==> src/rtl/mstb_pkg.sv <==
// Package for the multi-slot token bucket: sizes, command and status codes,
// beat structs and the back-end state type. No dependencies.
`timescale 1ns / 1ps

package mstb_pkg;

    localparam int SLOTS      = 16;
    localparam int SLOT_BITS  = (SLOTS > 1) ? $clog2(SLOTS) : 1;
    localparam int COUNT_BITS = 16;
    localparam int WIDE_BITS  = ((COUNT_BITS > 16) ? COUNT_BITS : 16) + 1;
    localparam logic [31:0] COUNT_MAX = 32'((64'd1 << COUNT_BITS) - 64'd1);
    localparam int QUEUE_DEPTH = 2;

    // command kinds on the input beat
    localparam logic [2:0] KIND_TICK   = 3'd0;
    localparam logic [2:0] KIND_OPEN   = 3'd1;
    localparam logic [2:0] KIND_FETCH  = 3'd2;
    localparam logic [2:0] KIND_RETURN = 3'd3;
    localparam logic [2:0] KIND_CLOSE  = 3'd4;

    // result status codes
    localparam logic [2:0] ST_OK         = 3'd0;
    localparam logic [2:0] ST_BAD_AMOUNT = 3'd1;
    localparam logic [2:0] ST_FULL       = 3'd2;
    localparam logic [2:0] ST_EMPTY      = 3'd3;
    localparam logic [2:0] ST_NOT_OPEN   = 3'd4;

    typedef struct packed {
        logic [2:0]  kind;
        logic [3:0]  slot;
        logic [15:0] amount;
        logic [15:0] rate;
        logic [15:0] bucket_cap;
    } cmd_t;

    typedef struct packed {
        logic [2:0]  status;
        logic [15:0] value;
    } result_t;

    // classified operation handed from front to back
    typedef enum logic [2:0] {
        OP_NONE,
        OP_TICK,
        OP_OPEN,
        OP_FETCH,
        OP_RETURN,
        OP_CLOSE,
        OP_BAD_AMOUNT,
        OP_NOT_OPEN
    } op_kind_t;

    typedef struct packed {
        op_kind_t               op;
        logic [SLOT_BITS-1:0]   slot;
        logic [15:0]            amount;
        logic [15:0]            rate;
        logic [COUNT_BITS-1:0]  cap;
    } op_t;

    typedef struct packed {
        logic [15:0]           rate;
        logic [COUNT_BITS-1:0] cap;
        logic [COUNT_BITS-1:0] tokens;
    } entry_t;

    typedef enum logic [1:0] {
        BK_IDLE,
        BK_READ,
        BK_EXEC
    } bk_state_t;

endpackage

==> src/rtl/mstb_front.sv <==
// Front end: accepts command beats and classifies them into queue entries.
// Depends on mstb_pkg.
`timescale 1ns / 1ps

module mstb_front import mstb_pkg::*;
(
    input  logic start,
    input  logic busy,
    input  cmd_t cmd,
    output logic push,
    output op_t  entry
);

    logic slot_in_range;

    assign push          = start & ~busy;
    assign slot_in_range = (32'(cmd.slot) < 32'(SLOTS));

    always_comb
    begin
        entry.slot   = SLOT_BITS'(cmd.slot);
        entry.amount = cmd.amount;
        entry.rate   = cmd.rate;
        // cap is clipped to the largest token count
        if (32'(cmd.bucket_cap) > COUNT_MAX)
        begin
            entry.cap = COUNT_BITS'(COUNT_MAX);
        end
        else
        begin
            entry.cap = COUNT_BITS'(cmd.bucket_cap);
        end
        case (cmd.kind)
            KIND_TICK:   entry.op = OP_TICK;
            KIND_OPEN:   entry.op = OP_OPEN;
            KIND_FETCH:
            begin
                // zero amount is reported before the slot is looked at
                if (cmd.amount == 16'd0)
                    entry.op = OP_BAD_AMOUNT;
                else if (!slot_in_range)
                    entry.op = OP_NOT_OPEN;
                else
                    entry.op = OP_FETCH;
            end
            KIND_RETURN: entry.op = slot_in_range ? OP_RETURN : OP_NOT_OPEN;
            KIND_CLOSE:  entry.op = slot_in_range ? OP_CLOSE : OP_NOT_OPEN;
            default:     entry.op = OP_NONE;
        endcase
    end

endmodule

==> src/rtl/mstb_queue.sv <==
// Short FIFO of classified operations between front and back end.
// Depends on mstb_pkg.
`timescale 1ns / 1ps

module mstb_queue import mstb_pkg::*;
(
    input  logic clk,
    input  logic rst_n,
    input  logic push,
    input  op_t  push_entry,
    input  logic pop,
    output op_t  head,
    output logic full,
    output logic empty
);

    localparam int PTR_BITS = (QUEUE_DEPTH > 1) ? $clog2(QUEUE_DEPTH) : 1;
    localparam int CNT_BITS = $clog2(QUEUE_DEPTH + 1);

    op_t                 q_reg [QUEUE_DEPTH];
    logic [PTR_BITS-1:0] wr_ptr_reg, wr_ptr_next;
    logic [PTR_BITS-1:0] rd_ptr_reg, rd_ptr_next;
    logic [CNT_BITS-1:0] count_reg, count_next;
    logic                do_push, do_pop;

    assign full    = (32'(count_reg) == 32'(QUEUE_DEPTH));
    assign empty   = (count_reg == '0);
    assign do_push = push & ~full;
    assign do_pop  = pop & ~empty;
    assign head    = q_reg[rd_ptr_reg];

    always_comb
    begin
        wr_ptr_next = wr_ptr_reg;
        rd_ptr_next = rd_ptr_reg;
        count_next  = count_reg;
        if (do_push)
            wr_ptr_next = (32'(wr_ptr_reg) == 32'(QUEUE_DEPTH - 1)) ? '0
                                                                    : wr_ptr_reg + 1'b1;
        if (do_pop)
            rd_ptr_next = (32'(rd_ptr_reg) == 32'(QUEUE_DEPTH - 1)) ? '0
                                                                    : rd_ptr_reg + 1'b1;
        if (do_push && !do_pop)
            count_next = count_reg + 1'b1;
        else if (do_pop && !do_push)
            count_next = count_reg - 1'b1;
    end

    always_ff @(posedge clk or negedge rst_n)
    begin
        if (!rst_n)
        begin
            wr_ptr_reg <= '0;
            rd_ptr_reg <= '0;
            count_reg  <= '0;
        end
        else
        begin
            wr_ptr_reg <= wr_ptr_next;
            rd_ptr_reg <= rd_ptr_next;
            count_reg  <= count_next;
        end
    end

    always_ff @(posedge clk)
    begin
        if (do_push)
            q_reg[wr_ptr_reg] <= push_entry;
    end

endmodule

==> src/rtl/mstb_back.sv <==
// Back end: slot table (open flags plus rate/cap/token memory) and the
// read-then-write sequencer that carries out each operation. Depends on mstb_pkg.
`timescale 1ns / 1ps

module mstb_back import mstb_pkg::*;
(
    input  logic    clk,
    input  logic    rst_n,
    input  logic    q_empty,
    input  op_t     q_head,
    output logic    q_pop,
    output logic    done,
    output result_t result
);

    bk_state_t            state_reg, state_next;
    op_t                  cur_reg, cur_next;
    logic [SLOT_BITS-1:0] idx_reg, idx_next;
    logic [SLOTS-1:0]     open_reg, open_next;
    logic                 done_reg, done_next;
    result_t              result_reg, result_next;

    entry_t               mem [SLOTS];
    entry_t               rd_data_reg;
    logic                 wr_en;
    logic [SLOT_BITS-1:0] wr_addr;
    entry_t               wr_data;

    logic                 finish;
    logic                 table_full;
    logic [SLOT_BITS-1:0] free_idx;
    logic [WIDE_BITS-1:0] sum;
    logic [WIDE_BITS-1:0] grant;

    // lowest free slot
    always_comb
    begin
        free_idx   = '0;
        table_full = &open_reg;
        for (int i = SLOTS - 1; i >= 0; i--)
        begin
            if (!open_reg[i])
                free_idx = SLOT_BITS'(i);
        end
    end

    always_comb
    begin
        state_next  = state_reg;
        cur_next    = cur_reg;
        idx_next    = idx_reg;
        open_next   = open_reg;
        q_pop       = 1'b0;
        wr_en       = 1'b0;
        wr_addr     = idx_reg;
        wr_data     = rd_data_reg;
        done_next   = 1'b0;
        result_next = result_reg;
        finish      = 1'b0;
        sum         = '0;
        grant       = '0;

        case (state_reg)
            BK_IDLE: ;
            BK_READ: state_next = BK_EXEC;
            BK_EXEC:
            begin
                finish             = 1'b1;
                result_next.status = ST_OK;
                result_next.value  = 16'd0;
                case (cur_reg.op)
                    OP_TICK:
                    begin
                        if (open_reg[idx_reg])
                        begin
                            sum   = WIDE_BITS'(rd_data_reg.tokens) + WIDE_BITS'(rd_data_reg.rate);
                            wr_en = 1'b1;
                            wr_data.tokens = (sum > WIDE_BITS'(rd_data_reg.cap))
                                           ? rd_data_reg.cap : COUNT_BITS'(sum);
                        end
                        if (32'(idx_reg) != 32'(SLOTS - 1))
                        begin
                            finish     = 1'b0;
                            idx_next   = idx_reg + 1'b1;
                            state_next = BK_READ;
                        end
                    end
                    OP_OPEN:
                    begin
                        if (table_full)
                        begin
                            result_next.status = ST_FULL;
                        end
                        else
                        begin
                            open_next[free_idx] = 1'b1;
                            wr_en               = 1'b1;
                            wr_addr             = free_idx;
                            wr_data.rate        = cur_reg.rate;
                            wr_data.cap         = cur_reg.cap;
                            wr_data.tokens      = '0;
                            result_next.value   = 16'(free_idx);
                        end
                    end
                    OP_FETCH:
                    begin
                        if (!open_reg[cur_reg.slot])
                            result_next.status = ST_NOT_OPEN;
                        else if (rd_data_reg.tokens == '0)
                            result_next.status = ST_EMPTY;
                        else
                        begin
                            grant = (WIDE_BITS'(rd_data_reg.tokens) < WIDE_BITS'(cur_reg.amount))
                                  ? WIDE_BITS'(rd_data_reg.tokens) : WIDE_BITS'(cur_reg.amount);
                            wr_en             = 1'b1;
                            wr_data.tokens    = rd_data_reg.tokens - COUNT_BITS'(grant);
                            result_next.value = 16'(grant);
                        end
                    end
                    OP_RETURN:
                    begin
                        if (!open_reg[cur_reg.slot])
                            result_next.status = ST_NOT_OPEN;
                        else
                        begin
                            sum   = WIDE_BITS'(rd_data_reg.tokens) + WIDE_BITS'(cur_reg.amount);
                            wr_en = 1'b1;
                            wr_data.tokens = (sum > WIDE_BITS'(rd_data_reg.cap))
                                           ? rd_data_reg.cap : COUNT_BITS'(sum);
                            result_next.value = cur_reg.amount;
                        end
                    end
                    OP_CLOSE:
                    begin
                        if (!open_reg[cur_reg.slot])
                            result_next.status = ST_NOT_OPEN;
                        else
                            open_next[cur_reg.slot] = 1'b0;
                    end
                    OP_BAD_AMOUNT: result_next.status = ST_BAD_AMOUNT;
                    OP_NOT_OPEN:   result_next.status = ST_NOT_OPEN;
                    default: ;
                endcase
                if (finish)
                begin
                    done_next  = 1'b1;
                    state_next = BK_IDLE;
                end
            end
            default: state_next = BK_IDLE;
        endcase

        // take the next entry straight after a finishing step
        if ((state_reg == BK_IDLE || finish) && !q_empty)
        begin
            q_pop      = 1'b1;
            cur_next   = q_head;
            idx_next   = (q_head.op == OP_TICK) ? '0 : q_head.slot;
            state_next = BK_READ;
        end
    end

    always_ff @(posedge clk or negedge rst_n)
    begin
        if (!rst_n)
        begin
            state_reg <= BK_IDLE;
            open_reg  <= '0;
            done_reg  <= 1'b0;
        end
        else
        begin
            state_reg <= state_next;
            open_reg  <= open_next;
            done_reg  <= done_next;
        end
    end

    always_ff @(posedge clk)
    begin
        cur_reg     <= cur_next;
        idx_reg     <= idx_next;
        result_reg  <= result_next;
    end

    // slot table memory, one write and one registered read per cycle
    always_ff @(posedge clk)
    begin
        if (wr_en)
            mem[wr_addr] <= wr_data;
        rd_data_reg <= mem[idx_reg];
    end

    assign done   = done_reg;
    assign result = result_reg;

endmodule

==> src/rtl/multi_slot_token_bucket_top.sv <==
// Top level of the multi-slot token bucket rate limiter.
// Depends on mstb_pkg, mstb_front, mstb_queue and mstb_back.
`timescale 1ns / 1ps

// Usage
//   Command channel: drive cmd and raise start; the beat is taken at a
//   rising edge where start is high and busy is low. busy is high only
//   while the two-entry command queue is full.
//   Result channel: every command gives one result beat on result, marked
//   by done for exactly one cycle. The receiver cannot stall; it must take
//   each beat in the cycle it appears.
//   Path: with the back end idle, a command passes through the queue,
//   the table read and the execute-and-write step before done rises.
//   Sequencing: open, fetch, return, close and rejected commands each take
//   a read step for the slot table entry and an update step in the back
//   end, as the table has a single read and a single write port. A tick
//   sweeps every slot through those same ports, reading and updating each.
//   Commands queue behind a tick; busy holds the front off when full.
//   Reset (rst_n low, asynchronous): all slots closed, queue emptied, no
//   result pending. The rate, cap and token memory is not cleared; an
//   entry's contents are used only after open has written them.
module multi_slot_token_bucket_top import mstb_pkg::*;
(
    input  logic    clk,
    input  logic    rst_n,
    input  logic    start,
    output logic    busy,
    input  cmd_t    cmd,
    output logic    done,
    output result_t result
);

    logic push;
    op_t  push_entry;
    logic q_pop;
    op_t  q_head;
    logic q_full;
    logic q_empty;

    // classify commands as they arrive
    mstb_front u_front
    (
        .start (start),
        .busy  (q_full),
        .cmd   (cmd),
        .push  (push),
        .entry (push_entry)
    );

    // decouples acceptance from the table sequencer
    mstb_queue u_queue
    (
        .clk        (clk),
        .rst_n      (rst_n),
        .push       (push),
        .push_entry (push_entry),
        .pop        (q_pop),
        .head       (q_head),
        .full       (q_full),
        .empty      (q_empty)
    );

    // slot table and read-modify-write sequencer
    mstb_back u_back
    (
        .clk     (clk),
        .rst_n   (rst_n),
        .q_empty (q_empty),
        .q_head  (q_head),
        .q_pop   (q_pop),
        .done    (done),
        .result  (result)
    );

    assign busy = q_full;

endmodule
==> config.mk <==
export PLATFORM = sky130hd
export DESIGN_NAME = multi_slot_token_bucket_top
export DESIGN_NICKNAME = d
export VERILOG_FILES = /design/src/rtl/mstb_pkg.sv /design/src/rtl/mstb_front.sv /design/src/rtl/mstb_queue.sv /design/src/rtl/mstb_back.sv /design/src/rtl/multi_slot_token_bucket_top.sv
export SDC_FILE = /design/constraint.sdc
export NUM_CORES = 1
export LEC_CHECK = 0
export ABC_AREA = 0
export ABC_CLOCK_PERIOD_IN_PS = 12900
export BUFFER_PORTS_ARGS = -buffer_cell sky130_fd_sc_hd__buf_2
export CAP_MARGIN = 20
export CORE_MARGIN = 4
export CORE_UTILIZATION = 40
export CTS_BUF_LIST = sky130_fd_sc_hd__clkbuf_2 sky130_fd_sc_hd__clkbuf_4 sky130_fd_sc_hd__clkbuf_8
export CTS_CLUSTER_SIZE = 16
export DETAILED_ROUTE_END_ITERATION = 6
export HOLD_SLACK_MARGIN = 0.06
export PLACE_DENSITY = 0.64
export SYNTH_ARGS = -nofsm -noshare
export SYNTH_HDL_FRONTEND = slang
export SYNTH_SLANG_ARGS = --single-unit
export TNS_END_PERCENT = 20
==> constraint.sdc <==
create_clock -name clk -period 12.9 [get_ports clk]
set_input_delay 0 -clock clk [delete_from_list [all_inputs] [get_ports clk]]
set_output_delay 0 -clock clk [all_outputs]
set_load 0.02 [all_outputs]
**Word-level counts from Yosys, hierarchy flattened**

Memories as Yosys holds them, arrays and structs flattened. A register that Yosys moved wholly into a read port is not among the register bits.
Cells that the tools add are included.

- Reductions and logical operators: 24
- Add/sub/neg operators: 8
- Eq/ne operators: 21
- Bitwise gates (word level): 8
- Multipliers: 0
- Div/mod/pow operators: 0
- Muxes and demuxes: 85
- $lt $le $gt $ge: 8
- Shift operators: 0

Operators by type and width:

| cell | count |
|---|---|
| 16-bit 2-to-1 mux | 12 |
| 4-bit 2-to-1 mux | 25 |
| 48-bit 2-to-1 mux | 2 |
| 16-bit case mux with 4 select lines | 1 |
| 16-bit case mux with 3 select lines | 1 |
| 16-bit by 16-bit adder with 17-bit output | 2 |
| 17-bit by 16-bit > comparator with 1-bit output | 2 |
| 16-bit zero test | 2 |
| 32-bit 2-to-1 mux | 1 |
| 16-bit case mux with 2 select lines | 1 |
| 3-bit case mux with 5 select lines | 2 |
| 1-bit 2-to-1 mux | 23 |
| 16-bit bitwise AND | 1 |
| 16-bit less-than comparator | 1 |
| 2-bit 2-to-1 mux | 8 |
| 16-bit NOT | 1 |
| 16-bit bitwise OR | 1 |
| 16-bit AND reduction | 1 |
| 16-bit subtractor | 1 |
| 3-bit equality test (second input constant) | 5 |
| 4-bit by 5-bit less-than comparator with 1-bit output (second input constant) | 3 |
| 3-bit by 2-bit equality test with 1-bit output (second input constant) | 4 |
| 2-bit nonzero test | 5 |
| 3-bit by 1-bit equality test with 1-bit output (second input constant) | 3 |
| 27 further kinds | 46 |

- ROM bits: 0
- Register bits after elaboration: 101
- Latch bits: 0
- Bits in writable memories: 878
- Memories kept: 2
- Word-level logic and storage cells: 170
- Bits of input ports: 58
- Output and inout bits: 21

Memories:

| memory | words | width | rd ports | clocked after memory_dff | write ports | RTL line | text |
|---|---|---|---|---|---|---|---|
| u_back.mem | 16 | 48 | 1 | 1 | 1 | mstb_back.sv:23 | `entry_t mem [SLOTS];` |
| u_queue.q_reg | 2 | 55 | 1 | 0 | 1 | mstb_queue.sv:20 | `op_t q_reg [QUEUE_DEPTH];` |

**Logic depth before layout (Yosys ltp)**

Gate-level depths: netlist of run 1.

- Word-level depth: 23
- Mapped depth: 23
- Mapped depth without buffers: 22

**Modules after synthesis**

Synthesis of run 1 repeated with hierarchy kept, for this count alone.

- Cells, all modules: 2388
- Area, all modules: 43357.8 um2

By module, submodules not included:

| module | cells an instance | sequential area each (um2) | area each (um2) | instances |
|---|---|---|---|---|
| mstb_back | 2133 | 26840.7 | 38532.0 | 1 |
| mstb_queue | 190 | 3403.3 | 4330.4 | 1 |
| mstb_front | 65 | 0.0 | 495.5 | 1 |

**Least setup slack after synthesis of run 1**

Ideal clock, no wire load.

- Kind: reg2reg
- Start: register u_back.cur_reg[53] (netlist name)
- End: register u_back.idx_reg[2], data pin
- Slack: 5.940 ns
- Arrival: 6.750 ns
- Clock period less this slack: 6.960 ns
- Cell stages (with the launch flop): 8
- Required time: 12.689 ns
- Cells stage by stage: edfxtp_1 clkbuf_1 nand2b_1 or2_2 a31oi_1 a211oi_1 o21ai_0 o22ai_1

- Longest elaborated chain between the ends: 7

Ends and longest elaborated chain:

| item | RTL line | text |
|---|---|---|
| start: declaration | mstb_back.sv:17 | `op_t cur_reg, cur_next;` |
| start signal: assignment | mstb_back.sv:181 | `cur_reg <= cur_next;` |
| 3-bit by 1-bit equality test with 1-bit output | mstb_back.sv:71 | `case (cur_reg.op)` |
| 1-bit 2-to-1 mux | mstb_back.sv:71 |  |
| 1-bit 2-to-1 mux (2 in series) | mstb_back.sv:63 | `case (state_reg)` |
| 1-bit logical OR | mstb_back.sv:154 | `if ((state_reg == BK_IDLE \|\| finish) && !q_empty)` |
| 1-bit logical AND | mstb_back.sv:154 |  |
| 4-bit 2-to-1 mux | mstb_back.sv:154 |  |
| net u_back.idx_next[2] | mstb_back.sv:18 | `logic [SLOT_BITS-1:0] idx_reg, idx_next;` |
| end signal: assignment | mstb_back.sv:182 | `idx_reg <= idx_next;` |
| end: declaration | mstb_back.sv:18 |  |

The timed path passes the listed nets, and every way through them passes these cells. The select of a mux whose other input is x is not followed.
A chain may end at the register's enable or synchronous reset.

==> summary.txt, run 1 <==
FINAL LAYOUT
-------------------------------------------------------------------------------------------------
Sequential cell area ...............................................................    30200 µm²
Final Instance Area ................................................................    50100 µm²
Final-stage net count ..............................................................         3108
Multi-input logic area .............................................................    12400 µm²
Synthesis-to-layout area growth ....................................................        16.0%
Number of fill cells ...............................................................         9092
Fraction of layout instances using a drive strength above 1 ........................        0.221
Max reg flops ......................................................................          768
Post-Layout Cell Count .............................................................         4488

PLACE
-------------------------------------------------------------------------------------------------
I/O Buffers ........................................................................           78
Final weighted congestion in routability-driven placement ..........................        0.930
Placed insts .......................................................................         4076
HPWL reported at the end of detailed placement .....................................     69600 µm
Placed cell area ...................................................................    45600 µm²

SYNTHESIS
-------------------------------------------------------------------------------------------------
Synth Cell Area ....................................................................    43200 µm²
Number of distinct library cell variants in the gate-level netlist after synthesis .           74
Most common flop cell mapped by yosys ..............................................     edfxtp_1
Cell type with the largest total area after synthesis ..............................     edfxtp_1
Asr flop ratio synth ...............................................................       0.0224
Warnings, synthesis ................................................................            0
Top post-synthesis cells by area ................................................... edfxtp_1 (66%), mux4_2 (5.5%), mux2i_1 (4.3%), mux2_2 (3.1%), ha_1 (2.8%)
Syn avg cell area ..................................................................     16.3 µm²
Post-synthesis register bit count ..................................................         1027
Synthesized instance count .........................................................         2648
Top cell type's share of synthesized area ..........................................        0.664
Post-synthesis sequential area ratio ...............................................        0.700
Net count after synthesis ..........................................................         2807
Most common library cells after synthesis .......................................... edfxtp_1 (956), mux2i_1 (186), o21ai_0 (183)
Number of synthesized flops with an enable pin .....................................          956
Most instantiated library cell after synthesis .....................................     edfxtp_1

ROUTE
-------------------------------------------------------------------------------------------------
Via count ..........................................................................        25532
First DRT Iteration DRCs ...........................................................         2500
Post-route DRC violation count .....................................................            0
Router iterations before antenna repair ............................................            5
Routed WL per cell .................................................................      26.2 µm
Post-detailed-route count of antenna-violating nets ................................            0
Wire length after detailed routing .................................................    118000 µm
Via-per-instance ratio .............................................................         5.69

CLOCKING
-------------------------------------------------------------------------------------------------
Hold-fix buffers, CTS ..............................................................          113
Inserted Clock Buffers .............................................................          158
Clock tree from TritonCTS ..........................................................          yes
Worst-skew pair later-pin latency ..................................................       830 ps
Maximum buffer depth of the clock tree .............................................            3
Post-cts resize count ..............................................................            0
Clock root buffer master ...........................................................     clkbuf_8
Setup Buffers After CTS ............................................................            0
Clock Sink Count ...................................................................         1027
CTS clk-pin slew, worst paths ......................................................        60 ps
Maximum level of the CTS H-tree ....................................................            4

WORST SETUP PATH
-------------------------------------------------------------------------------------------------
Worst Setup EP ..................................................................... u_back.mem[15][15]
WS Path Type ....................................................................... register to register
Reg-to-Reg End ..................................................................... u_back.mem[15][15]
Setup crit start kind ..............................................................     register
Req. time, crit path ...............................................................     13330 ps
R2R setup slack ....................................................................      6130 ps
Worst setup path startpoint ........................................................ u_back.rd_data_reg[1]
CP max FO ..........................................................................           27
Cell depth of the worst flop-to-flop path ..........................................           20
Worst Setup End Kind ...............................................................     register
Arrival time at the worst endpoint .................................................      7200 ps
Worst reg2reg startpoint ........................................................... u_back.rd_data_reg[1]

DIE
-------------------------------------------------------------------------------------------------
Core area ..........................................................................   107000 µm²
Vertical die dimension .............................................................       337 µm
Site row count .....................................................................          120
Horizontal extent of the die .......................................................       337 µm
Full die area ......................................................................   113000 µm²
Effective utilization at floorplan .................................................        0.403
Ports placed on the boundary .......................................................           79

STA
-------------------------------------------------------------------------------------------------
Slew of the pin with the lowest slew margin ........................................      1240 ps
Max-slew headroom ..................................................................        0.170
Unrepaired setup endpoints after global routing ....................................        false
Shortest period the worst path allows ..............................................      6770 ps
Layout Skew ........................................................................      39.5 ps
Maximum achievable frequency .......................................................      148 MHz
Total count of max-transition violations in the final report .......................            0
Final sum of negative setup slack ..................................................         0 ps
Count of endpoints failing hold in the final timing report .........................            0
Final Cycle Share ..................................................................        0.524
Endpoints failing setup ............................................................            0

OUTCOME
-------------------------------------------------------------------------------------------------
Run status .........................................................................    completed

GLOBAL ROUTE
-------------------------------------------------------------------------------------------------
First-pass GRT wire length .........................................................    171000 µm
Leftover overflow at the end of global routing .....................................            0
Global-route usage over all layers .................................................        0.205
Via count of the first global-routing pass .........................................        25674
Largest net degree at the start of global routing ..................................           66
Antenna violations before repair ...................................................            4

HOLD PATH
-------------------------------------------------------------------------------------------------
Cell count of the worst hold path ..................................................            4
Type of the most critical hold path ................................................ input port to register

PWR
-------------------------------------------------------------------------------------------------
Maximum vdd drop ...................................................................   0.000165 V
Power per standard cell area .......................................................   275 nW/µm²
Leakage ............................................................................      17.3 nW

FLOW RUN
-------------------------------------------------------------------------------------------------
Number of violations of the max-capacitance limit ..................................            0

## report_power, final
part | internal, mW | switching [mW]
Combinational | 2.18 | 3.87
Sequential | 4.57 | 0.323
Clock | 1.56 | 1.27
## cell families (layout without fill, tap and decap cells)
family,Yosys count,in the layout,share of synthesized area
and+or+nand+nor,356,356,0.0387
buffers and inverters,189,625,0.0167
AOI/OAI and AO/OA,516,516,0.0762
muxes,411,411,0.129
DFF,1027,1027,0.700
other,0,1,0
adders and majority gates,101,101,0.0298
xor gates and xnor gates,48,48,0.00973
## critical path: stages (launching register included)
cell,delay [ps]
dfxtp_1,590
inv_1,200
fa_1,500
or2_2,330
a221oi_1,390
nor2_1,80
o21ai_0,320
a311oi_1,220
o31ai_1,290
xnor2_1,250
ha_1,320
a211oi_1,260
o21ai_0,140
a22o_1,220
o32a_1,310
a21oi_1,250
o31ai_4,310
inv_2,160
mux2_1,180
a22oi_1,90
o21ai_1,970
## worst min path at each step
| stage | slack [ps] | from | to |
|---|---|---|---|
| 6_report | 140 | start | u_queue.wr_ptr_reg |
| 5_1_grt | 120 | start | u_queue.wr_ptr_reg |
| 4_1_cts | 60 | start | u_queue.wr_ptr_reg |
| 3_5_place_dp | 5 | rst_n | u_back.state_reg[1] |
| 3_3_place_gp | -10 | rst_n | u_back.state_reg[0] |
| 2_1_floorplan | -300 | rst_n | u_back.done |
## final cells by class
class,instances,area share
diodes,1,0.0000499
inverters,69,0.00516
multi-input cells,1432,0.248
clock buffers,233,0.0570
well taps,1403,0.0350
flip-flops and latches,1027,0.603
repair buffers,261,0.0413
clock inverters,62,0.0103
## routing by layer
layer | up-vias | share of wire | global-route usage | wire, µm
li1 | 11152 | - | - | -
met1 | 13204 | 0.43 | 0.279 | 50400
met2 | 963 | 0.48 | 0.332 | 56300
met3 | 211 | 0.058 | 0.0340 | 6810
met4 | 2 | 0.035 | 0.0800 | 4150
met5 | - | 0.000094 | 0 | 11
## through the flow
stage                     power [mW]  worst slack [ps]  hold slack [ps]  utilization
after CTS                       13.7              6330             60.6        0.467
after global placement          10.8              6550            -12.7        0.425
final                           13.8              6130              136        0.468
after floorplan                 8.85              5940             -296            -
after detailed placement        10.9              6410             4.60        0.425
after global routing            14.4              5810              120        0.468
## layout by cell type, fill, tap and decap left out, types with 19 or more instances in the layout
master	instances
a21oi_1	103
inv_1	68
buf_4	68
nand3_1	19
a22oi_1	52
clkbuf_8	178
nor2_1	67
clkbuf_4	56
clkinv_1	31
xor2_1	19
mux4_2	105
dfxtp_1	48
o21ai_0	181
xnor2_1	29
nand2_1	138
ha_1	98
dfrtp_1	22
mux2_2	119
mux2i_1	186
dlygate4sd3_1	113
buf_2	78
a221oi_1	49
edfxtp_1	956
(Power assumes the default switching activity.)
==> inputs of run 2 (changes only) <==
ABC_AREA = 1   (was 0)
ABC_CLOCK_PERIOD_IN_PS = 6800   (was 12900)
clock period = 6.8 ns   (was 12.9 ns; I/O delays follow)
==> run 2 against run 1 <==
Effect of this change:
- sequential cell count stayed put
- area after synthesis is 1.8% higher
- fmax rose by 23%
==> summary.txt, run 2 <==
OUTCOME
-------------------------------------------------------------------------------------------------
Run status .........................................................................    completed   unchanged

WORST SETUP PATH
-------------------------------------------------------------------------------------------------
CP max FO ..........................................................................           26   was 27
Setup crit start kind ..............................................................     register   unchanged
WS Path Type ....................................................................... register to register   unchanged
Worst setup path startpoint ........................................................ u_back.rd_data_reg[2]   was u_back.rd_data_reg[1]
Crit path max-delay cell type ......................................................      nand2_1   was o21ai_1
Most used cell, CP .................................................................      nand2_1   was o21ai_0
Worst reg2reg startpoint ........................................................... u_back.rd_data_reg[2]   was u_back.rd_data_reg[1]
Req. time, crit path ...............................................................      7230 ps   was 13330 ps
Worst Setup End Kind ...............................................................     register   unchanged
Arrival time at the worst endpoint .................................................      5930 ps   was 7200 ps
Delay of the slowest cell on the worst path ........................................       580 ps   was 970 ps

CLOCKING
-------------------------------------------------------------------------------------------------
Maximum buffer depth of the clock tree .............................................            3   unchanged
Worst-skew pair later-pin latency ..................................................       850 ps   was 830 ps
Maximum level of the CTS H-tree ....................................................            4   unchanged
Clock root buffer master ...........................................................     clkbuf_8   unchanged
Clock tree from TritonCTS ..........................................................          yes   unchanged
Inserted Clock Buffers .............................................................          156   was 158
Setup Buffers After CTS ............................................................            0   unchanged
Clock Sink Count ...................................................................         1027   unchanged
CTS clk-pin slew, worst paths ......................................................        70 ps   was 60 ps

PWR
-------------------------------------------------------------------------------------------------
Maximum vdd drop ...................................................................   0.000347 V   was 0.000165 V
Total Power Consumption ............................................................      27.3 mW   was 13.8 mW
Leakage ............................................................................      18.5 nW   was 17.3 nW
Power per standard cell area .......................................................   538 nW/µm²   was 275 nW/µm²

STA
-------------------------------------------------------------------------------------------------
Final sum of negative setup slack ..................................................         0 ps   unchanged
Slew of the pin with the lowest slew margin ........................................      1190 ps   was 1240 ps
Endpoints failing setup ............................................................            0   unchanged
Layout Skew ........................................................................      41.4 ps   was 39.5 ps
Hold Worst Slack ...................................................................       162 ps   was 136 ps
Total count of max-transition violations in the final report .......................            0   unchanged
Count of endpoints failing hold in the final timing report .........................            0   unchanged
Final WS setup .....................................................................      1300 ps   was 6130 ps
Final Cycle Share ..................................................................        0.809   was 0.524
Unrepaired setup endpoints after global routing ....................................        false   unchanged
Max-slew headroom ..................................................................        0.209   was 0.170
Maximum achievable frequency .......................................................      182 MHz   was 148 MHz
Shortest period the worst path allows ..............................................      5500 ps   was 6770 ps

SYNTHESIS
-------------------------------------------------------------------------------------------------
Number of distinct library cell variants in the gate-level netlist after synthesis .           51   was 74
Syn avg cell area ..................................................................     11.6 µm²   was 16.3 µm²
Asr flop ratio synth ...............................................................       0.0224   unchanged
Cell type with the largest total area after synthesis ..............................     edfxtp_1   unchanged
Post-synthesis sequential area ratio ...............................................        0.687   was 0.700
Warnings, synthesis ................................................................            0   unchanged
Synth Cell Area ....................................................................    44000 µm²   was 43200 µm²
Post-synthesis register bit count ..................................................         1027   unchanged
Synthesized instance count .........................................................         3807   was 2648
Number of synthesized flops with an enable pin .....................................          956   unchanged
Top post-synthesis cells by area ................................................... edfxtp_1 (65%), nand2_1 (7.3%), o21ai_0 (3.9%), ha_1 (2.8%), nor2_1 (2.5%)   was edfxtp_1 (66%), mux4_2 (5.5%), mux2i_1 (4.3%), mux2_2 (3.1%), ha_1 (2.8%)
Most common library cells after synthesis .......................................... edfxtp_1 (956), nand2_1 (851), o21ai_0 (341)   was edfxtp_1 (956), mux2i_1 (186), o21ai_0 (183)
Top cell type's share of synthesized area ..........................................        0.652   was 0.664
Net count after synthesis ..........................................................         3966   was 2807
Most instantiated library cell after synthesis .....................................     edfxtp_1   unchanged
Most common flop cell mapped by yosys ..............................................     edfxtp_1   unchanged

FINAL LAYOUT
-------------------------------------------------------------------------------------------------
Max reg flops ......................................................................          768   unchanged
Sequential cell area ...............................................................    30200 µm²   unchanged
Final-stage net count ..............................................................         4214   was 3108
Fraction of layout instances using a drive strength above 1 ........................        0.116   was 0.221
Number of fill cells ...............................................................         9774   was 9092
Synthesis-to-layout area growth ....................................................        15.2%   was 16.0%
Commonest non-fill, non-tap cells in the layout .................................... edfxtp_1 (956), nand2_1 (850), o21ai_0 (340)   was edfxtp_1 (956), mux2i_1 (186), o21ai_0 (181)
Multi-input logic area .............................................................    12400 µm²   about the same
Utilization after layout ...........................................................        0.465   was 0.468
Most common library cell in the layout ignoring fill and taps ......................     edfxtp_1   unchanged

FLOW RUN
-------------------------------------------------------------------------------------------------
Number of violations of the max-capacitance limit ..................................            0   unchanged

ROUTE
-------------------------------------------------------------------------------------------------
Via count ..........................................................................        31394   was 25532
Wire length after detailed routing .................................................    133000 µm   was 118000 µm
Post-route DRC violation count .....................................................            0   unchanged
Post-detailed-route count of antenna-violating nets ................................            0   unchanged
Via-per-instance ratio .............................................................         5.61   was 5.69
Router iterations before antenna repair ............................................            7   was 5
Routed WL per cell .................................................................      23.7 µm   was 26.2 µm
First DRT Iteration DRCs ...........................................................         3501   was 2500

GLOBAL ROUTE
-------------------------------------------------------------------------------------------------
Antenna violations before repair ...................................................            6   was 4
First-pass GRT wire length .........................................................    194000 µm   was 171000 µm
Leftover overflow at the end of global routing .....................................            0   unchanged
Via count of the first global-routing pass .........................................        29905   was 25674
Global-route usage over all layers .................................................        0.225   was 0.205
Largest net degree at the start of global routing ..................................          215   was 66

PLACE
-------------------------------------------------------------------------------------------------
I/O Buffers ........................................................................           78   unchanged
HPWL reported at the end of detailed placement .....................................     76800 µm   was 69600 µm
Final weighted congestion in routability-driven placement ..........................         1.00   was 0.930
Place WS ...........................................................................      1430 ps   was 6410 ps

HOLD PATH
-------------------------------------------------------------------------------------------------
Type of the most critical hold path ................................................ input port to asynchronous set/reset pin   was input port to register

DIE
-------------------------------------------------------------------------------------------------
Ports placed on the boundary .......................................................           79   unchanged
Core area ..........................................................................   109000 µm²   was 107000 µm²
Vertical die dimension .............................................................       340 µm   was 337 µm
Full die area ......................................................................   115000 µm²   was 113000 µm²
Site row count .....................................................................          121   was 120
Effective utilization at floorplan .................................................        0.404   was 0.403
Horizontal extent of the die .......................................................       340 µm   was 337 µm

## run 2: cell types whose count changed after synthesis, moves of 106 or more
cell / before / now
nand2_1: 138 / 851
nor2_1: 85 / 298
mux2i_1: 186 / 0
o21ai_0: 183 / 341
nand3_1: 19 / 157
mux2_2: 119 / 0
inv_1: 68 / 179
a21oi_1: 103 / 209
## run 2: path summary, 6_finish.rpt
kind | endpoint | slack [ps] | depth (start not counted)
worst max-delay path | u_back.mem[11][11] | 1300 | 28
worst min-delay path | u_back.open_reg[13] | 160 | 4
worst max register to register | u_back.mem[11][11] | 1300 | 28
worst min register to register | u_back.state_reg[1] | 460 | 1
max in group asynchronous | u_queue.rd_ptr_reg | 6460 | 4
min in group clk | u_queue.q_reg[0][54] | 180 | 4
## run 2: kinds of logic after synthesis
kind of cell | Yosys count | synth area share
and+or+nand+nor | 1420 | 0.133
DFF | 1027 | 0.687
AOI/OAI and AO/OA | 838 | 0.110
buffers and inverters | 384 | 0.0333
adders and majority gates | 101 | 0.0292
xor gates and xnor gates | 37 | 0.00736
## run 2: what timing repair did
item / in CTS / in global routing
hold buffers: 115 / 0
endpoints found under the setup margin: 0 / 0
gates resized for setup: 0 / 0
endpoints found under the hold margin: 136 / 0
## run 2: metal layers
layer  track usage  wire (µm)  vias up
met5             0          0        -
met4        0.0768       3960        0
met3        0.0449      11400      265
met2         0.361      62400     1473
met1         0.307      55200    15364
li1              -          -    14292
## run 2: report_power, final
group          internal [mW]  switching (mW)  total [mW]  leakage (nW)
clock                   2.74            2.44        5.18          1.68
sequential              8.68           0.479        9.16          9.41
combinational           3.54            9.42        13.0          7.37
total                   15.0            12.3        27.3          18.5
## run 2: final cells by class
type	count	share of cell area
Sequential cell	1027	0.596
Multi-Input combinational cell	2396	0.245
Clock buffer	230	0.0553
Timing Repair Buffer	274	0.0456
Tap cell	1414	0.0349
Inverter	200	0.0150
Clock inverter	54	0.00743
Antenna cell	3	0.000148
## run 2: critical path, delay by kind of cell, from the launching register on
kind                     cells  cell delay (ps)
flip-flops                   1              560
buffers and inverters        4              510
AO/OA/AOI/OAI                5              900
adder cells (fa/ha/maj)      2              660
AND/OR/NAND/NOR             16             2140
XOR/XNOR                     1              290
## run 2: through the flow
step / cell area [µm²] / cells
finish: 50700 / 5598
global route: 50700 / 5597
CTS: 50700 / 5595
detailed placement: 46400 / 5196
global placement: 46400 / 5195
floorplan: 44000 / 3807
